--- src/assert_macros.svh ---
// Assertion helpers used by the filter core (mfrf_core).
`ifndef ASSERT_MACROS_SVH
`define ASSERT_MACROS_SVH

// Checked only while out of reset.
`define ASSERT_ON_RUN(label, clk, rst_n, prop, msg) \
    label: assert property (@(posedge clk) disable iff (!rst_n) prop) else $error(msg);

// Checked at every edge, reset included.
`define ASSERT_ALWAYS(label, clk, prop, msg) \
    label: assert property (@(posedge clk) prop) else $error(msg);

`endif

--- src/mfrf_pkg.sv ---
package mfrf_pkg;

    // Result codes
    typedef enum logic [1:0] {
        VERDICT_ACCEPT   = 2'd0,
        VERDICT_REJECT   = 2'd1,
        VERDICT_ACK_SEEN = 2'd2,
        VERDICT_LEN_ERR  = 2'd3
    } t_verdict;

    // Configuration register indexes
    localparam int CFG_ADDR_W = 3;
    localparam logic [CFG_ADDR_W-1:0] CFG_OWN_PAN        = 3'd0;
    localparam logic [CFG_ADDR_W-1:0] CFG_OWN_SHORT_ADDR = 3'd1;
    localparam logic [CFG_ADDR_W-1:0] CFG_OWN_LONG_ADDR  = 3'd2;
    localparam logic [CFG_ADDR_W-1:0] CFG_PROMISCUOUS    = 3'd3;
    localparam logic [CFG_ADDR_W-1:0] CFG_AUTO_ACK       = 3'd4;
    localparam int CFG_DATA_W = 64;

    // Frame control codes
    localparam logic [2:0] FRAME_KIND_DATA = 3'd1;
    localparam logic [2:0] FRAME_KIND_ACK  = 3'd2;
    localparam logic [1:0] DST_MODE_SHORT  = 2'd2;
    localparam logic [1:0] DST_MODE_LONG   = 2'd3;

    // Minimum lengths for the header fields to be present
    localparam logic [7:0] MIN_LEN_SEQ   = 8'd3;
    localparam logic [7:0] MIN_LEN_SHORT = 8'd7;
    localparam logic [7:0] MIN_LEN_LONG  = 8'd13;

    localparam logic [15:0] BCAST_ID    = 16'hffff;
    localparam logic [8:0]  RSSI_OFFSET = 9'd77;
    localparam logic [8:0]  LQI_BASE    = 9'd296;
    localparam logic [7:0]  LQI_MAX     = 8'd255;
    localparam logic [8:0]  NO_ACK_SEQ  = 9'h1ff;

    typedef struct packed {
        logic [15:0] own_pan;
        logic [31:0] own_short_addr;
        logic [63:0] own_long_addr;
        logic        promiscuous;
        logic        auto_ack;
    } t_cfg;

    typedef struct packed {
        logic [1:0]        verdict;
        logic              ack_needed;
        logic [7:0]        seq_number;
        logic [7:0]        frame_len;
        logic              crc_good;
        logic signed [8:0] rssi_dbm;
        logic [7:0]        link_quality;
        logic signed [8:0] last_ack_seq;
    } t_result;

endpackage

--- src/mfrf_if.sv ---
interface mfrf_rx_if;
    logic       valid;
    logic       ready;
    logic [7:0] rx_byte;

    modport source (output valid, output rx_byte, input ready);
    modport sink (input valid, input rx_byte, output ready);
endinterface

interface mfrf_res_if;
    logic              valid;
    logic              ready;
    logic [1:0]        verdict;
    logic              ack_needed;
    logic [7:0]        seq_number;
    logic [7:0]        frame_len;
    logic              crc_good;
    logic signed [8:0] rssi_dbm;
    logic [7:0]        link_quality;
    logic signed [8:0] last_ack_seq;

    modport source (output valid, output verdict, output ack_needed, output seq_number,
                    output frame_len, output crc_good, output rssi_dbm,
                    output link_quality, output last_ack_seq, input ready);
    modport sink (input valid, input verdict, input ack_needed, input seq_number,
                  input frame_len, input crc_good, input rssi_dbm,
                  input link_quality, input last_ack_seq, output ready);
endinterface

interface mfrf_cfg_if;
    logic        valid;
    logic        ready;
    logic [2:0]  addr;
    logic [63:0] wdata;

    modport source (output valid, output addr, output wdata, input ready);
    modport sink (input valid, input addr, input wdata, output ready);
endinterface

--- src/mfrf_cfg_regs.sv ---
module mfrf_cfg_regs (
    input  logic                                  i_clk,
    input  logic                                  i_rst_n,
    input  logic                                  i_wr_valid,
    input  logic [mfrf_pkg::CFG_ADDR_W-1:0]       i_wr_addr,
    input  logic [mfrf_pkg::CFG_DATA_W-1:0]       i_wr_data,
    output logic                                  o_wr_ready,
    output mfrf_pkg::t_cfg                        o_cfg
);
    import mfrf_pkg::*;

    t_cfg r_cfg;

    assign o_wr_ready = 1'b1;
    assign o_cfg      = r_cfg;

    always_ff @(posedge i_clk) begin
        if (!i_rst_n) begin
            r_cfg <= '0;
        end else if (i_wr_valid) begin
            case (i_wr_addr)
                CFG_OWN_PAN:        r_cfg.own_pan        <= i_wr_data[15:0];
                CFG_OWN_SHORT_ADDR: r_cfg.own_short_addr <= i_wr_data[31:0];
                CFG_OWN_LONG_ADDR:  r_cfg.own_long_addr  <= i_wr_data;
                CFG_PROMISCUOUS:    r_cfg.promiscuous    <= i_wr_data[0];
                CFG_AUTO_ACK:       r_cfg.auto_ack       <= i_wr_data[0];
                default: ;  // unmapped index, write dropped
            endcase
        end
    end

endmodule

--- src/mfrf_core.sv ---
`include "assert_macros.svh"

module mfrf_core #(
    parameter int MAX_FRAME_LEN = 127
) (
    input  logic              i_clk,
    input  logic              i_rst_n,
    input  logic              i_in_valid,
    input  logic [7:0]        i_in_byte,
    output logic              o_in_ready,
    input  mfrf_pkg::t_cfg    i_cfg,
    input  logic              i_res_space,
    output logic              o_res_valid,
    output mfrf_pkg::t_result o_res
);
    import mfrf_pkg::*;

    typedef enum logic [1:0] {
        PH_LEN,
        PH_BODY,
        PH_RSSI,
        PH_STATUS
    } t_phase;

    localparam logic [7:0] MaxLen = 8'(MAX_FRAME_LEN);

    // input register
    logic              r_in_valid, n_in_valid;
    logic [7:0]        r_in_byte, n_in_byte;
    // frame state
    t_phase            r_phase, n_phase;
    logic [7:0]        r_byte_count, n_byte_count;
    logic [7:0]        r_frame_length, n_frame_length;
    logic [15:0]       r_frame_control, n_frame_control;
    logic [7:0]        r_seq_byte, n_seq_byte;
    logic [15:0]       r_dest_pan, n_dest_pan;
    logic [63:0]       r_dest_addr, n_dest_addr;
    logic [7:0]        r_rssi_raw, n_rssi_raw;
    logic [8:0]        r_last_ack, n_last_ack;

    logic              advance;
    logic              b_crc;
    logic [2:0]        f_type;
    logic [1:0]        f_mode;
    logic              short_hit;
    logic              long_hit;
    logic [8:0]        rssi_half;
    logic [8:0]        lqi_raw;
    logic [8:0]        count_inc;
    t_verdict          verdict;
    logic              ack_req;

    assign advance    = r_in_valid && i_res_space;
    assign o_in_ready = !r_in_valid || advance;

    // judgement terms, from the status byte in the input register and the captured header fields
    assign b_crc  = r_in_byte[7];
    assign f_type = r_frame_control[2:0];
    assign f_mode = r_frame_control[11:10];
    assign short_hit = (r_dest_pan == BCAST_ID && r_dest_addr[15:0] == BCAST_ID) ||
                       (r_dest_pan == i_cfg.own_pan &&
                        (r_dest_addr[15:0] == BCAST_ID ||
                         {16'd0, r_dest_addr[15:0]} == i_cfg.own_short_addr));
    assign long_hit  = r_dest_pan == i_cfg.own_pan && r_dest_addr == i_cfg.own_long_addr;

    // halve toward zero: add one to negative values before the shift
    assign rssi_half = 9'($signed({r_rssi_raw[7], r_rssi_raw} + {8'd0, r_rssi_raw[7]}) >>> 1);
    assign lqi_raw   = LQI_BASE - {1'b0, r_in_byte[6:0], 1'b0};
    assign count_inc = {1'b0, r_byte_count} + 9'd1;

    always_comb begin
        verdict = VERDICT_REJECT;
        ack_req = 1'b0;
        if (i_cfg.promiscuous) begin
            verdict = VERDICT_ACCEPT;
        end else if (b_crc && r_frame_length >= MIN_LEN_SEQ) begin
            if (f_type == FRAME_KIND_ACK) begin
                verdict = VERDICT_ACK_SEEN;
            end else if (f_type == FRAME_KIND_DATA) begin
                if ((f_mode == DST_MODE_SHORT && r_frame_length >= MIN_LEN_SHORT && short_hit) ||
                    (f_mode == DST_MODE_LONG && r_frame_length >= MIN_LEN_LONG && long_hit)) begin
                    verdict = VERDICT_ACCEPT;
                    ack_req = r_frame_control[5] && i_cfg.auto_ack;
                end
            end
        end
    end

    always_comb begin
        n_in_valid      = r_in_valid;
        n_in_byte       = r_in_byte;
        n_phase         = r_phase;
        n_byte_count    = r_byte_count;
        n_frame_length  = r_frame_length;
        n_frame_control = r_frame_control;
        n_seq_byte      = r_seq_byte;
        n_dest_pan      = r_dest_pan;
        n_dest_addr     = r_dest_addr;
        n_rssi_raw      = r_rssi_raw;
        n_last_ack      = r_last_ack;
        o_res_valid     = 1'b0;
        o_res           = '0;
        o_res.last_ack_seq = r_last_ack;

        if (advance) begin
            case (r_phase)
                PH_LEN: begin
                    if (r_in_byte > MaxLen) begin
                        o_res_valid   = 1'b1;
                        o_res.verdict = VERDICT_LEN_ERR;
                        o_res.frame_len = r_in_byte;
                    end else begin
                        n_frame_length  = r_in_byte;
                        n_byte_count    = '0;
                        n_frame_control = '0;
                        n_seq_byte      = '0;
                        n_dest_pan      = '0;
                        n_dest_addr     = '0;
                        n_rssi_raw      = '0;
                        n_phase         = (r_in_byte == 8'd0) ? PH_RSSI : PH_BODY;
                    end
                end
                PH_BODY: begin
                    case (r_byte_count) inside
                        8'd0: n_frame_control[7:0]  = r_in_byte;
                        8'd1: n_frame_control[15:8] = r_in_byte;
                        8'd2: n_seq_byte            = r_in_byte;
                        8'd3: n_dest_pan[7:0]       = r_in_byte;
                        8'd4: n_dest_pan[15:8]      = r_in_byte;
                        [8'd5:8'd12]: begin
                            for (int k = 0; k < 8; k++) begin
                                if (r_byte_count == 8'(5 + k)) begin
                                    n_dest_addr[k*8 +: 8] = r_in_byte;
                                end
                            end
                        end
                        default: ;  // payload bytes past the header
                    endcase
                    n_byte_count = count_inc[7:0];
                    if (count_inc >= {1'b0, r_frame_length}) begin
                        n_phase = PH_RSSI;
                    end
                end
                PH_RSSI: begin
                    n_rssi_raw = r_in_byte;
                    n_phase    = PH_STATUS;
                end
                PH_STATUS: begin
                    if (verdict == VERDICT_ACK_SEEN) begin
                        n_last_ack = {1'b0, r_seq_byte};
                    end
                    o_res_valid        = 1'b1;
                    o_res.verdict      = verdict;
                    o_res.ack_needed   = ack_req;
                    o_res.seq_number   = r_seq_byte;
                    o_res.frame_len    = r_frame_length;
                    o_res.crc_good     = b_crc;
                    o_res.rssi_dbm     = $signed(rssi_half - RSSI_OFFSET);
                    o_res.link_quality = lqi_raw[8] ? LQI_MAX : lqi_raw[7:0];
                    o_res.last_ack_seq = $signed((verdict == VERDICT_ACK_SEEN) ?
                                                 {1'b0, r_seq_byte} : r_last_ack);
                    n_phase            = PH_LEN;
                end
                default: n_phase = PH_LEN;
            endcase
        end

        if (o_in_ready) begin
            n_in_valid = i_in_valid;
            n_in_byte  = i_in_byte;
        end
    end

    always_ff @(posedge i_clk) begin
        if (!i_rst_n) begin
            r_in_valid      <= 1'b0;
            r_in_byte       <= '0;
            r_phase         <= PH_LEN;
            r_byte_count    <= '0;
            r_frame_length  <= '0;
            r_frame_control <= '0;
            r_seq_byte      <= '0;
            r_dest_pan      <= '0;
            r_dest_addr     <= '0;
            r_rssi_raw      <= '0;
            r_last_ack      <= NO_ACK_SEQ;
        end else begin
            r_in_valid      <= n_in_valid;
            r_in_byte       <= n_in_byte;
            r_phase         <= n_phase;
            r_byte_count    <= n_byte_count;
            r_frame_length  <= n_frame_length;
            r_frame_control <= n_frame_control;
            r_seq_byte      <= n_seq_byte;
            r_dest_pan      <= n_dest_pan;
            r_dest_addr     <= n_dest_addr;
            r_rssi_raw      <= n_rssi_raw;
            r_last_ack      <= n_last_ack;
        end
    end

    // a result only comes from a status word or an oversize length word
    `ASSERT_ON_RUN(a_res_source, i_clk, i_rst_n,
        o_res_valid |-> (r_phase == PH_STATUS || (r_phase == PH_LEN && r_in_byte > MaxLen)),
        "result outside status or length-error word")
    // last ACK changes only when an ACK frame is judged
    `ASSERT_ON_RUN(a_last_ack_src, i_clk, i_rst_n,
        (r_last_ack != $past(r_last_ack)) |-> $past(o_res_valid && verdict == VERDICT_ACK_SEEN),
        "last ACK changed without an ACK verdict")
    // byte count never runs past the frame length
    `ASSERT_ON_RUN(a_count_bound, i_clk, i_rst_n,
        (r_phase == PH_BODY) |-> (r_byte_count < r_frame_length),
        "body byte count past frame length")

endmodule

--- src/mfrf_out_queue.sv ---
module mfrf_out_queue (
    input  logic              i_clk,
    input  logic              i_rst_n,
    input  logic              i_push,
    input  mfrf_pkg::t_result i_data,
    output logic              o_space,
    output logic              o_valid,
    input  logic              i_ready,
    output mfrf_pkg::t_result o_data
);
    import mfrf_pkg::*;

    t_result    r_mem [2];
    logic       r_wr_ptr;
    logic       r_rd_ptr;
    logic [1:0] r_cnt;
    logic       pop;

    assign o_valid = r_cnt != 2'd0;
    assign o_space = r_cnt != 2'd2;
    assign pop     = o_valid && i_ready;
    assign o_data  = r_mem[r_rd_ptr];

    always_ff @(posedge i_clk) begin
        if (i_push) begin
            r_mem[r_wr_ptr] <= i_data;
        end
    end

    always_ff @(posedge i_clk) begin
        if (!i_rst_n) begin
            r_wr_ptr <= 1'b0;
            r_rd_ptr <= 1'b0;
            r_cnt    <= '0;
        end else begin
            if (i_push) r_wr_ptr <= !r_wr_ptr;
            if (pop)    r_rd_ptr <= !r_rd_ptr;
            r_cnt <= r_cnt + {1'b0, i_push} - {1'b0, pop};
        end
    end

endmodule

--- src/mac_frame_rx_filter.sv ---
// Receive address filter for an 802.15.4 style radio.
// i_rx: one received word per transfer (length, frame bytes, RSSI, status).
// o_res: one verdict word per frame, given once the status word is judged,
//   plus one word for every length above MAX_FRAME_LEN (length error).
// i_cfg: register writes (own PAN, short and long address, promiscuous,
//   auto-ack); always ready, to be used while the block is idle.
// Path: a taken word lands in the input register, is judged there once the
//   result queue has space and is then written into the two-entry result
//   queue, whose head word shows on o_res.
// Throughput: one word per cycle while the result queue has space, with the single
//   judgement stage between the input register and the result queue.
// Receiver stall: the result queue absorbs up to two words; once it is
//   full the input register holds and i_rx.ready drops until o_res drains.
// Reset: synchronous, active low; registers bar the result queue storage clear to zero,
//   the last ACK sequence to -1, and the filter waits for a length word.
module mac_frame_rx_filter #(
    parameter int MAX_FRAME_LEN = 127
) (
    input  logic       i_clk,
    input  logic       i_rst_n,
    mfrf_rx_if.sink    i_rx,
    mfrf_res_if.source o_res,
    mfrf_cfg_if.sink   i_cfg
);
    import mfrf_pkg::*;

    t_cfg    cfg;
    logic    res_space;
    logic    res_push;
    t_result res_word;
    t_result head;

    // register file
    mfrf_cfg_regs u_cfg (
        .i_clk      (i_clk),
        .i_rst_n    (i_rst_n),
        .i_wr_valid (i_cfg.valid),
        .i_wr_addr  (i_cfg.addr),
        .i_wr_data  (i_cfg.wdata),
        .o_wr_ready (i_cfg.ready),
        .o_cfg      (cfg)
    );

    // input register, field capture and frame judgement
    mfrf_core #(
        .MAX_FRAME_LEN (MAX_FRAME_LEN)
    ) u_core (
        .i_clk       (i_clk),
        .i_rst_n     (i_rst_n),
        .i_in_valid  (i_rx.valid),
        .i_in_byte   (i_rx.rx_byte),
        .o_in_ready  (i_rx.ready),
        .i_cfg       (cfg),
        .i_res_space (res_space),
        .o_res_valid (res_push),
        .o_res       (res_word)
    );

    // result register with skid entry
    mfrf_out_queue u_queue (
        .i_clk   (i_clk),
        .i_rst_n (i_rst_n),
        .i_push  (res_push),
        .i_data  (res_word),
        .o_space (res_space),
        .o_valid (o_res.valid),
        .i_ready (o_res.ready),
        .o_data  (head)
    );

    assign o_res.verdict      = head.verdict;
    assign o_res.ack_needed   = head.ack_needed;
    assign o_res.seq_number   = head.seq_number;
    assign o_res.frame_len    = head.frame_len;
    assign o_res.crc_good     = head.crc_good;
    assign o_res.rssi_dbm     = head.rssi_dbm;
    assign o_res.link_quality = head.link_quality;
    assign o_res.last_ack_seq = head.last_ack_seq;

endmodule
--- src/flat_wrapper.sv ---
// flat-port wrapper written by rule: the top's interface ports become plain ports
module mac_frame_rx_filter_flat import mfrf_pkg::*;
#(
    parameter int MAX_FRAME_LEN = 127
)
  (i_clk, i_rst_n, i_rx_valid, i_rx_rx_byte, i_rx_ready, o_res_valid, o_res_verdict, o_res_ack_needed, o_res_seq_number, o_res_frame_len, o_res_crc_good, o_res_rssi_dbm, o_res_link_quality, o_res_last_ack_seq, o_res_ready, i_cfg_valid, i_cfg_addr, i_cfg_wdata, i_cfg_ready);
  mfrf_rx_if i_rx_i ();
  mfrf_res_if o_res_i ();
  mfrf_cfg_if i_cfg_i ();
  input  logic i_clk;
  input  logic i_rst_n;
  input wire logic [$bits(i_rx_i.valid)-1:0] i_rx_valid;
  input wire logic [$bits(i_rx_i.rx_byte)-1:0] i_rx_rx_byte;
  output wire logic [$bits(i_rx_i.ready)-1:0] i_rx_ready;
  output wire logic [$bits(o_res_i.valid)-1:0] o_res_valid;
  output wire logic [$bits(o_res_i.verdict)-1:0] o_res_verdict;
  output wire logic [$bits(o_res_i.ack_needed)-1:0] o_res_ack_needed;
  output wire logic [$bits(o_res_i.seq_number)-1:0] o_res_seq_number;
  output wire logic [$bits(o_res_i.frame_len)-1:0] o_res_frame_len;
  output wire logic [$bits(o_res_i.crc_good)-1:0] o_res_crc_good;
  output wire logic [$bits(o_res_i.rssi_dbm)-1:0] o_res_rssi_dbm;
  output wire logic [$bits(o_res_i.link_quality)-1:0] o_res_link_quality;
  output wire logic [$bits(o_res_i.last_ack_seq)-1:0] o_res_last_ack_seq;
  input wire logic [$bits(o_res_i.ready)-1:0] o_res_ready;
  input wire logic [$bits(i_cfg_i.valid)-1:0] i_cfg_valid;
  input wire logic [$bits(i_cfg_i.addr)-1:0] i_cfg_addr;
  input wire logic [$bits(i_cfg_i.wdata)-1:0] i_cfg_wdata;
  output wire logic [$bits(i_cfg_i.ready)-1:0] i_cfg_ready;
  assign i_rx_i.valid = i_rx_valid;
  assign i_rx_i.rx_byte = i_rx_rx_byte;
  assign i_rx_ready = i_rx_i.ready;
  assign o_res_valid = o_res_i.valid;
  assign o_res_verdict = o_res_i.verdict;
  assign o_res_ack_needed = o_res_i.ack_needed;
  assign o_res_seq_number = o_res_i.seq_number;
  assign o_res_frame_len = o_res_i.frame_len;
  assign o_res_crc_good = o_res_i.crc_good;
  assign o_res_rssi_dbm = o_res_i.rssi_dbm;
  assign o_res_link_quality = o_res_i.link_quality;
  assign o_res_last_ack_seq = o_res_i.last_ack_seq;
  assign o_res_i.ready = o_res_ready;
  assign i_cfg_i.valid = i_cfg_valid;
  assign i_cfg_i.addr = i_cfg_addr;
  assign i_cfg_i.wdata = i_cfg_wdata;
  assign i_cfg_ready = i_cfg_i.ready;
  mac_frame_rx_filter #(.MAX_FRAME_LEN(MAX_FRAME_LEN)) u_core (.i_clk(i_clk), .i_rst_n(i_rst_n), .i_rx(i_rx_i), .o_res(o_res_i), .i_cfg(i_cfg_i));
endmodule
--- config.mk ---
export PLATFORM = sky130hd
export DESIGN_NAME = mac_frame_rx_filter_flat
export DESIGN_NICKNAME = d
export VERILOG_FILES = /design/src/mfrf_pkg.sv /design/src/mfrf_if.sv /design/src/mfrf_cfg_regs.sv /design/src/mfrf_core.sv /design/src/mfrf_out_queue.sv /design/src/mac_frame_rx_filter.sv /design/src/flat_wrapper.sv
export VERILOG_INCLUDE_DIRS = /design/src /design/src/src
export SDC_FILE = /design/constraint.sdc
export NUM_CORES = 1
export LEC_CHECK = 0
export BUFFER_PORTS_ARGS = -buffer_cell sky130_fd_sc_hd__buf_4
export CAP_MARGIN = 40
export CORE_AREA = 2 2 181 183
export CTS_BUF_LIST = sky130_fd_sc_hd__clkbuf_4 sky130_fd_sc_hd__clkbuf_8
export CTS_CLUSTER_SIZE = 24
export DETAILED_ROUTE_END_ITERATION = 8
export DIE_AREA = 0 0 183 185
export GPL_TIMING_DRIVEN = 1
export PLACE_DENSITY_LB_ADDON = 0.2
export SETUP_SLACK_MARGIN = 0.02
export SYNTH_ARGS = -nofsm -noshare
export SYNTH_HDL_FRONTEND = slang
export SYNTH_SLANG_ARGS = --single-unit
--- constraint.sdc ---
create_clock -name i_clk -period 4.66 [get_ports i_clk]
set_input_delay 0 -clock i_clk [delete_from_list [all_inputs] [get_ports i_clk]]
set_output_delay 0 -clock i_clk [all_outputs]
set_load 0.05 [all_outputs]
==> impl_metrics.py, run 1 <==
metrics = {
    "worst_setup_path": {
        "crit_path_max_incr_delay_ps": 690,
        "crit_buf_inv": 1,
        "crit_chain": "nand2b_1 -> and2_1 -> nand2b_1 -> o21bai_1 -> nor2_4 -> buf_4",
        "cpMostUsedCell": "nand2b_1",
        "end_kind": "flip-flop",
        "worstSetupStartpointType": "flip-flop",
        "cpMaxStageDelayCell": "nor2_4",
        "worstSetupPathType": "reg -> reg",
        "critPathArrivalTime_ps": 3200,
        "crit_required_ps": 4920,
        "critPathTopFamily": "simple AND/OR/NAND/NOR gates",
        "path_max_fanout": 26,
    },
    "sta": {
        "slew_viol_final": 0,
        "max_freq_ghz": 0.340,
        "period_share_pct": 63.2,
        "hold_slack_ps": 208,
        "final_hold_viol_count": 0,
        "worstMarginPinSlew_ps": 844,
        "final.setup.tns_ps": 0,
        "skew_ps": 16.7,
        "fin_crit_ps": 2940,
        "setup_slack_ps": 1720,
        "max_slew_margin_pct": 43.7,
        "rsz0062_at_grt": "false",
        "setup_viol": 0,
    },
    "die": {
        "fp.dieH_um": 185,
        "fp.dieArea_sq_um": 33900,
        "rows": 66,
        "initial_core_util_pct": 49.0,
        "ios": 129,
        "die_x_um": 183,
        "core_sq_um": 32000,
    },
    "power_and_ir_drop": {
        "ir_drop_uv": 262,
        "p_per_area_nw_per_um2": 411,
        "p_sw_share_pct": 28.6,
        "intPower_w": 0.00564,
        "switching_power_w": 0.00226,
        "p_comb_share_pct": 19.4,
        "p_seq_share_pct": 41.4,
        "p_clk_share_pct": 39.2,
        "leakagePower_nw": 7.47,
    },
    "cells_and_area": {
        "final_design_area_no_fill_sq_um": 19200,
        "multi_input_area_sq_um": 7350,
        "final-seq-area_sq_um": 7910,
        "synthToLayoutAreaGrowth_pct": 22.2,
        "final_net_count": 1934,
        "n_fill_cell": 2767,
        "drive_gt1_share_pct": 17.1,
        "instances_no_fill": 2286,
        "diodes": 0,
    },
    "place": {
        "gp_congestion": 0.920,
        "numPortBuffers": 127,
        "hpwl_um": 27600,
        "dpl_cell_area_sq_um": 17000,
        "place_inst": 2096,
        "post-place-ws_ps": 1710,
    },
    "synthesis": {
        "synth.avg_cell_area_sq_um": 9.57,
        "ys_async_sr_fraction_pct": 0,
        "synthFlopType": "dfxtp_1",
        "syn_inst": 1642,
        "ys_seq_area_share_pct": 50.3,
        "synth_edf_count": 92,
        "synth.distinct_cells": 71,
        "netlist_area_sq_um": 15700,
        "synth_nets": 1744,
        "ys_warn_count": 0,
        "ys_seq_elements": 349,
    },
    "detailed_routing": {
        "drt_iter0_markers": 783,
        "routed_wl_um": 40900,
        "firstDrtPassIters": 5,
        "drcViolationCount": 0,
        "ant_nets": 0,
        "via_per_inst": 5.39,
        "num_vias": 12328,
        "wl_per_cell_um": 17.9,
    },
    "outcome": {
        "status": "finished clean",
    },
    "cts": {
        "cts_tree": "yes",
        "numCtsBuffers": 58,
        "insertion_delay_ps": 600,
        "cts_root_buf": "clkbuf_8",
        "hold_buffers": 84,
        "post_cts_resize_count": 0,
        "clk_transition_reported_paths_ps": 60,
        "clockBufferDepth": 3,
        "cts_sinks": 349,
        "post-cts-setup-buffers": 0,
        "htreeDepth": 2,
    },
    "global_routing": {
        "grt_use_total_pct": 23.9,
        "grt_pass1_vias": 11777,
        "grt_pass1_wl_um": 63900,
        "grt_max_degree": 114,
        "overflow": 0,
        "antenna_found_initial": 0,
    },
    "flow_run": {
        "maxCapViolations": 0,
    },
    "worst_hold_path": {
        "hp-class": "in -> reg",
    },
}
[power groups by stage]
stage / clock network [W] / registers (W) / logic, W
after CTS: 0.00315 / 0.00327 / 0.00154
after floorplan: 0 / 0.00329 / 0.00108
final: 0.00309 / 0.00327 / 0.00153
after detailed placement: 0 / 0.00334 / 0.00148
after global routing: 0.00330 / 0.00328 / 0.00163
after global placement: 0 / 0.00337 / 0.00140
[per-stage QoR]
stage	total power, W	util, %
5_1_grt	0.00821	59.9
6_report	0.00789	59.9
3_3_place_gp	0.00478	52.8
4_1_cts	0.00796	59.9
2_1_floorplan	0.00437	-
3_5_place_dp	0.00481	53.0
[registers in the layout, summed over array words and instances (netlist names), named ones only]
signal,flops
u_core.u_queue.r_cnt,2
u_core.u_core.r_dest_addr,64
u_core.u_queue.r_mem,92
u_core.u_core.r_byte_count,8
u_core.u_core.r_frame_length,8
u_core.u_core.r_dest_pan,16
u_core.u_queue.r_rd_ptr,1
u_core.u_core.r_seq_byte,8
u_core.u_core.r_frame_control,6
u_core.u_core.r_phase,2
u_core.u_core.r_rssi_raw,8
u_core.u_queue.r_wr_ptr,1
u_core.u_core.r_last_ack,9
u_core.u_core.r_in_byte,8
u_core.u_core.r_in_valid,1
u_core.u_cfg.o_cfg,114
[cells in the mapped netlist, drive strengths merged (4+ instances only)]
| cell | count | area, sq um |
|---|---|---|
| a2111oi | 5 | 62.6 |
| a21o | 4 | 30.0 |
| a21oi | 158 | 858 |
| a22oi | 11 | 82.6 |
| and2 | 26 | 163 |
| and3 | 9 | 56.3 |
| buf | 5 | 23.8 |
| clkbuf | 87 | 327 |
| dfxtp | 257 | 5140 |
| edfxtp | 92 | 2760 |
| ha | 22 | 275 |
| inv | 32 | 120 |
| mux2 | 54 | 608 |
| mux2i | 106 | 1060 |
| nand2 | 262 | 983 |
| nand2b | 20 | 125 |
| nand3 | 28 | 140 |
| nand3b | 6 | 45.0 |
| nand4 | 32 | 200 |
| nor2 | 166 | 623 |
| nor2b | 27 | 169 |
| nor3 | 8 | 45.0 |
| nor4 | 34 | 219 |
| o21a | 7 | 52.6 |
| o21ai | 11 | 55.1 |
| or2 | 11 | 68.8 |
| or3 | 6 | 37.5 |
| or4 | 6 | 45.0 |
| xnor2 | 24 | 210 |
| xor2 | 79 | 692 |
[per-layer routing]
layer | up-vias | share of wire (%) | GRT usage [%]
met1 | 5778 | 43 | 30.8
met3 | 99 | 5.2 | 3.78
li1 | 6056 | - | -
met2 | 395 | 47 | 39.8
met4 | 0 | 4.0 | 10.6
met5 | - | 0 | 0
[cells in the final DEF, fill, tap and decap left out, types with 54 or more instances in the layout]
| master | n |
|---|---|
| edfxtp_1 | 92 |
| mux2_2 | 54 |
| mux2i_1 | 106 |
| a21oi_1 | 148 |
| dlygate4sd3_1 | 84 |
| nor2_1 | 163 |
| dfxtp_1 | 256 |
| clkbuf_8 | 70 |
| buf_4 | 134 |
| xor2_1 | 79 |
| nand2_1 | 262 |
[path summary, 6_finish.rpt]
path              slack (ps)                     from  cells past startpoint                           to
hold reg to reg          460   u_core.u_cfg.o_cfg[91]                      2       u_core.u_cfg.o_cfg[91]
hold / removal           210          i_cfg_wdata[61]                      4       u_core.u_cfg.o_cfg[63]
setup reg to reg        1720  u_core.u_queue.r_cnt[0]                      6  u_core.u_queue.r_mem[1][11]
setup / recovery        1720  u_core.u_queue.r_cnt[0]                      6  u_core.u_queue.r_mem[1][11]
[cell type report]
class / instances / area share (%)
clock buffers: 85 / 5.61
clock inverters: 21 / 1.46
inverters: 32 / 0.652
multi-input cells: 1169 / 38.3
flip-flops and latches: 349 / 41.2
well taps: 408 / 2.66
repair buffers: 222 / 10.1
[cell families after synthesis]
| logic type | count (synthesis) | synth area share [%] |
|---|---|---|
| xor gates and xnor gates | 103 | 5.74 |
| other | 1 | 0.0239 |
| DFF | 349 | 50.3 |
| muxes | 160 | 10.6 |
| AOI/OAI and AO/OA | 228 | 9.12 |
| and+or+nand+nor | 655 | 19.4 |
| buffers and inverters | 124 | 3.00 |
| adders and majority gates | 22 | 1.75 |
[worst reg2reg max path, delay by kind of cell (launching register included)]
kind / cells / cell delay (ps)
AOI/OAI and AO/OA: 1 / 390
and+or+nand+nor: 4 / 1440
DFF: 1 / 360
buffers and inverters: 1 / 420
No activity file was read; power rests on OpenSTA's default activity.
==> run 2: changes to the inputs <==
Clock period 4.66 ns to 3.05 ns, I/O delays scaled along.
==> run 2 against run 1 <==
Net effect:
- critical path depth is the same
- worst setup slack worse by 1500 ps
- global-route usage is 0.77 points higher
- final cell count is 0.70% higher
- clock power is 36% higher
- clock skew rose by 29 ps
- hold slack worse by 12 ps
- sequential power is 53% higher
- register-to-register slack got worse by 1500 ps
==> impl_metrics.py, run 2 (synthesized netlist as in run 1, its figures left out) <==
metrics = {
    "outcome": {
        "status": "finished clean",
    },
    "die": {
        "die_x_um": 183,
        "fp.dieH_um": 185,
        "fp.dieArea_sq_um": 33900,
        "ios": 129,
        "rows": 66,
        "core_sq_um": 32000,
        "initial_core_util_pct": 49.0,
    },
    "cells_and_area": {
        "synthToLayoutAreaGrowth_pct": 21.9,
        "largest_reg_flops": 114,
        "final_net_count": 1950,
        "n_fill_cell": 2791,
        "layout_common_cells": "nand2_1, dfxtp_1, nor2_1",
        "multi_input_area_sq_um": 7350,
        "diodes": 0,
        "drive_gt1_share_pct": 17.8,
        "final-seq-area_sq_um": 7910,
        "final_common_cell": "nand2_1",
    },
    "global_routing": {
        "grt_pass1_vias": 12269,
        "antenna_found_initial": 0,
        "overflow": 0,
        "grt_max_degree": 90,
        "grt_pass1_wl_um": 66100,
        "grt_use_total_pct": 24.7,
    },
    "cts": {
        "cts_root_buf": "clkbuf_8",
        "cts_tree": "yes",
        "post_cts_resize_count": 0,
        "clk_transition_reported_paths_ps": 60,
        "cts_sinks": 349,
        "post-cts-setup-buffers": 0,
        "hold_buffers": 80,
        "insertion_delay_ps": 620,
        "htreeDepth": 2,
        "clockBufferDepth": 3,
        "numCtsBuffers": 56,
    },
    "worst_hold_path": {
        "hold_path_depth": 4,
        "hp-class": "in -> reg",
    },
    "detailed_routing": {
        "wl_per_cell_um": 18.1,
        "drt_iter0_markers": 717,
        "firstDrtPassIters": 5,
        "num_vias": 12373,
        "routed_wl_um": 41800,
        "ant_nets": 0,
        "via_per_inst": 5.37,
        "drcViolationCount": 0,
    },
    "sta": {
        "skew_ps": 45.7,
        "period_share_pct": 94.1,
        "slew_viol_final": 0,
        "setup_viol": 0,
        "worstMarginPinSlew_ps": 852,
        "setup_slack_ps": 180,
        "max_freq_ghz": 0.348,
        "max_slew_margin_pct": 43.2,
        "final_hold_viol_count": 0,
        "rsz0062_at_grt": "false",
        "fin_crit_ps": 2870,
        "hold_slack_ps": 196,
    },
    "worst_setup_path": {
        "end_kind": "flip-flop",
        "worstSetupStartpoint": "u_core.u_core.r_frame_length[4]",
        "reg2reg_slack_ps": 180,
        "path_max_fanout": 4,
        "critPathArrivalTime_ps": 3250,
        "rr_worst_depth": 6,
        "reg2reg_to": "u_core.u_queue.r_mem[0][44]",
        "worstSetupStartpointType": "flip-flop",
        "crit_required_ps": 3430,
        "endpoint": "u_core.u_queue.r_mem[0][44]",
        "rr_startpoint": "u_core.u_core.r_frame_length[4]",
        "worstSetupPathType": "reg -> reg",
    },
    "place": {
        "numPortBuffers": 127,
        "gp_congestion": 0.898,
        "hpwl_um": 28600,
        "post-place-ws_ps": 133,
    },
    "flow_run": {
        "maxCapViolations": 0,
    },
    "power_and_ir_drop": {
        "ir_drop_uv": 399,
        "leakagePower_nw": 7.50,
        "p_per_area_nw_per_um2": 603,
    },
}
==> run 2: cell count changes in the layout (fill, tap and decap cells not counted), moves of 2 or more <==
| cell | delta |
|---|---|
| dlygate4sd3_1 | -4 |
| buf_16 | -2 |
| clkinv_1 | +3 |
| buf_12 | +2 |
| bufinv_16 | -6 |
| clkbuf_4 | -3 |
| buf_4 | +22 |
==> run 2: critical path, stage by stage, from the launching register on <==
cell      delay (ps)
dfxtp_1          360
or4_1            670
o31ai_1          640
or4b_2           300
nor2_1            90
a41o_1           270
a211oi_1         330
==> run 2: how the worst min path moves through the flow <==
stage	start	endpoint	slack (ps)
floorplan	i_rst_n	u_core.u_core.r_last_ack[8]	70
global placement	i_rx_rx_byte[0]	u_core.u_core.r_in_byte[0]	250
detailed placement	i_rx_rx_byte[1]	u_core.u_core.r_in_byte[1]	250
CTS	i_cfg_wdata[20]	u_core.u_cfg.o_cfg[86]	170
global route	i_cfg_wdata[49]	u_core.u_cfg.o_cfg[51]	200
finish	i_cfg_wdata[18]	u_core.u_cfg.o_cfg[20]	200
==> run 2: final cells by class <==
class | count | share of cell area, %
Sequential cell | 349 | 41.3
Multi-Input combinational cell | 1169 | 38.4
Timing Repair Buffer | 240 | 10.7
Clock buffer | 83 | 5.57
Tap cell | 408 | 2.67
Clock inverter | 21 | 0.732
Inverter | 32 | 0.653
==> run 2: report_power, final <==
part           internal, W  total [W]  switching [W]
clock              0.00234    0.00421        0.00187
combinational     0.000903    0.00234        0.00144
sequential         0.00486    0.00501       0.000141
total              0.00811     0.0116        0.00345
==> run 2: per-layer routing <==
layer	track usage, %	part of all wire (%)	vias up	wire, um
met5	0	0	-	0
met1	31.7	43	5898	18100
li1	-	-	6093	-
met3	3.28	4.7	72	1980
met4	6.88	1.9	0	794
met2	43.6	50	310	20900
==> run 2: metrics by stage <==
stage          cells  TNS (ps)  power, W  util, %  area, sq um
5_1_grt         2302         0    0.0120     59.8        19200
6_report        2302         0    0.0116     59.8        19200
3_5_place_dp    2118         0   0.00736     53.5        17100
3_3_place_gp    2117         0   0.00736     53.5        17100
2_1_floorplan   1642    -60710   0.00667        -        15700
4_1_cts         2302         0    0.0116     59.8        19200
==> run 3: changes to the inputs <==
Settings changed: CORE_AREA 2 2 181 183 to 2 2 215 217, DIE_AREA 0 0 183 185 to 0 0 217 219.
==> run 3 against run 2 <==
Net effect:
- worst setup slack better by 43 ps
- cell area up 2.0%
- combinational power is 3% higher
- largest power group unchanged
- largest cell class unchanged
- final cell count is 9.1% higher
- register-to-register slack gained 40 ps
- critical path type unchanged
- highest routed layer unchanged
==> impl_metrics.py, run 3 (synthesized netlist as in run 1, its figures left out) <==
metrics = {
    "outcome": {
        "status": "finished clean",
    },
    "worst_setup_path": {
        "critPathTopFamily": "compound AO/OA/AOI/OAI gates",
        "end_kind": "flip-flop",
        "crit_chain": "or4_1 -> o31ai_1 -> or4b_2 -> nor2_1 -> a41o_1 -> a211oi_1",
        "crit_required_ps": 3460,
        "worstSetupStartpointType": "flip-flop",
        "cpMaxStageDelayCell": "or4_1",
        "crit_buf_inv": 0,
        "crit_path_max_incr_delay_ps": 670,
        "worstSetupPathType": "reg -> reg",
        "critPathArrivalTime_ps": 3240,
        "path_max_fanout": 4,
    },
    "global_routing": {
        "grt_use_total_pct": 18.5,
        "grt_pass1_vias": 12108,
        "top_usage_layer": "met2",
        "gr-usage-met3_pct": 2.51,
        "grt_pass1_wl_um": 68800,
        "grt_use_met1_pct": 24.2,
        "overflow": 0,
        "grt_max_degree": 86,
        "antenna_found_initial": 0,
        "gr-usage-met2_pct": 31.3,
    },
    "sta": {
        "skew_ps": 27.6,
        "final_hold_viol_count": 0,
        "max_freq_ghz": 0.354,
        "rsz0062_at_grt": "false",
        "period_share_pct": 92.7,
        "slew_viol_final": 0,
        "setup_viol": 0,
        "fin_crit_ps": 2830,
        "max_slew_margin_pct": 46.9,
        "hold_slack_ps": 161,
        "worstMarginPinSlew_ps": 796,
    },
    "die": {
        "fp.dieH_um": 219,
        "initial_core_util_pct": 34.8,
        "core_sq_um": 45100,
        "ios": 129,
        "rows": 78,
        "fp.dieArea_sq_um": 47500,
        "die_x_um": 217,
    },
    "power_and_ir_drop": {
        "p_per_area_nw_per_um2": 597,
        "leakagePower_nw": 7.56,
        "p_total_w": 0.0117,
        "ir_drop_uv": 408,
    },
    "cells_and_area": {
        "largest_reg_flops": 114,
        "drive_gt1_share_pct": 17.8,
        "final_net_count": 1970,
        "diodes": 0,
        "synthToLayoutAreaGrowth_pct": 24.4,
        "final_common_cell": "nand2_1",
        "layout_common_cells": "nand2_1, dfxtp_1, nor2_1",
    },
    "cts": {
        "post-cts-setup-buffers": 0,
        "post_cts_resize_count": 0,
        "clk_transition_reported_paths_ps": 60,
        "numCtsBuffers": 59,
        "cts_tree": "yes",
        "clockBufferDepth": 3,
        "hold_buffers": 94,
        "cts_root_buf": "clkbuf_8",
        "cts_sinks": 349,
        "insertion_delay_ps": 650,
        "htreeDepth": 2,
    },
    "detailed_routing": {
        "routed_wl_um": 44400,
        "drcViolationCount": 0,
        "num_vias": 12464,
        "drt_iter0_markers": 600,
        "firstDrtPassIters": 5,
        "ant_nets": 0,
        "via_per_inst": 4.96,
        "wl_per_cell_um": 17.7,
    },
    "worst_hold_path": {
        "hp-class": "in -> reg",
    },
    "place": {
        "gp_congestion": 0.918,
        "numPortBuffers": 127,
        "hpwl_um": 30500,
    },
    "flow_run": {
        "maxCapViolations": 0,
    },
}
-- run 3: cell types whose count changed in the layout (fill, tap and decap cells not counted), moves of 3 or more --
cell,change
buf_4,+4
clkbuf_8,-5
clkinv_2,-3
clkbuf_4,+10
dlygate4sd3_1,+14
-- run 3: where the power goes --
group          switching, W  internal [W]
Clock               0.00187       0.00240
Sequential         0.000133       0.00487
Combinational       0.00148      0.000918
-- run 3: final timing paths --
path	from	to	slack, ps	cells past startpoint
setup / recovery	u_core.u_core.r_frame_length[4]	u_core.u_queue.r_mem[0][44]	220	6
hold / removal	i_rx_rx_byte[5]	u_core.u_core.r_in_byte[5]	160	4
setup reg to reg	u_core.u_core.r_frame_length[4]	u_core.u_queue.r_mem[0][44]	220	6
hold reg to reg	u_core.u_cfg.o_cfg[84]	u_core.u_cfg.o_cfg[84]	460	2
-- run 3: worst reg2reg max path, stage by stage, from the launching register on --
cell	delay, ps
dfxtp_1	350
or4_1	670
o31ai_1	640
or4b_2	280
nor2_1	80
a41o_1	230
a211oi_1	350
-- run 3: per-stage QoR --
step | util (%) | std cells | setup TNS [ps] | instance area [sq um] | setup WS (ps)
2_1_floorplan | - | 1642 | -60710 | 15700 | -660
3_3_place_gp | 38.6 | 2312 | 0 | 17400 | 256
3_5_place_dp | 38.6 | 2313 | 0 | 17400 | 243
4_1_cts | 43.3 | 2512 | 0 | 19500 | 207
5_1_grt | 43.3 | 2512 | 0 | 19500 | 89.3
6_report | 43.3 | 2512 | 0 | 19500 | 223
-- run 3: metal layers --
layer / part of all wire, % / vias to the layer above
li1: - / 6122
met1: 45 / 6000
met2: 48 / 273
met3: 3.9 / 69
met4: 2.4 / 0
met5: 0 / -
-- run 3: final cells by class --
cell class,count,area (sq um)
Fill cell,4413,25500
Multi-Input combinational cell,1169,7350
Sequential cell,349,7910
Timing Repair Buffer,257,2200
Inverter,32,125
Clock buffer,88,1070
Tap cell,600,751
Clock inverter,17,131
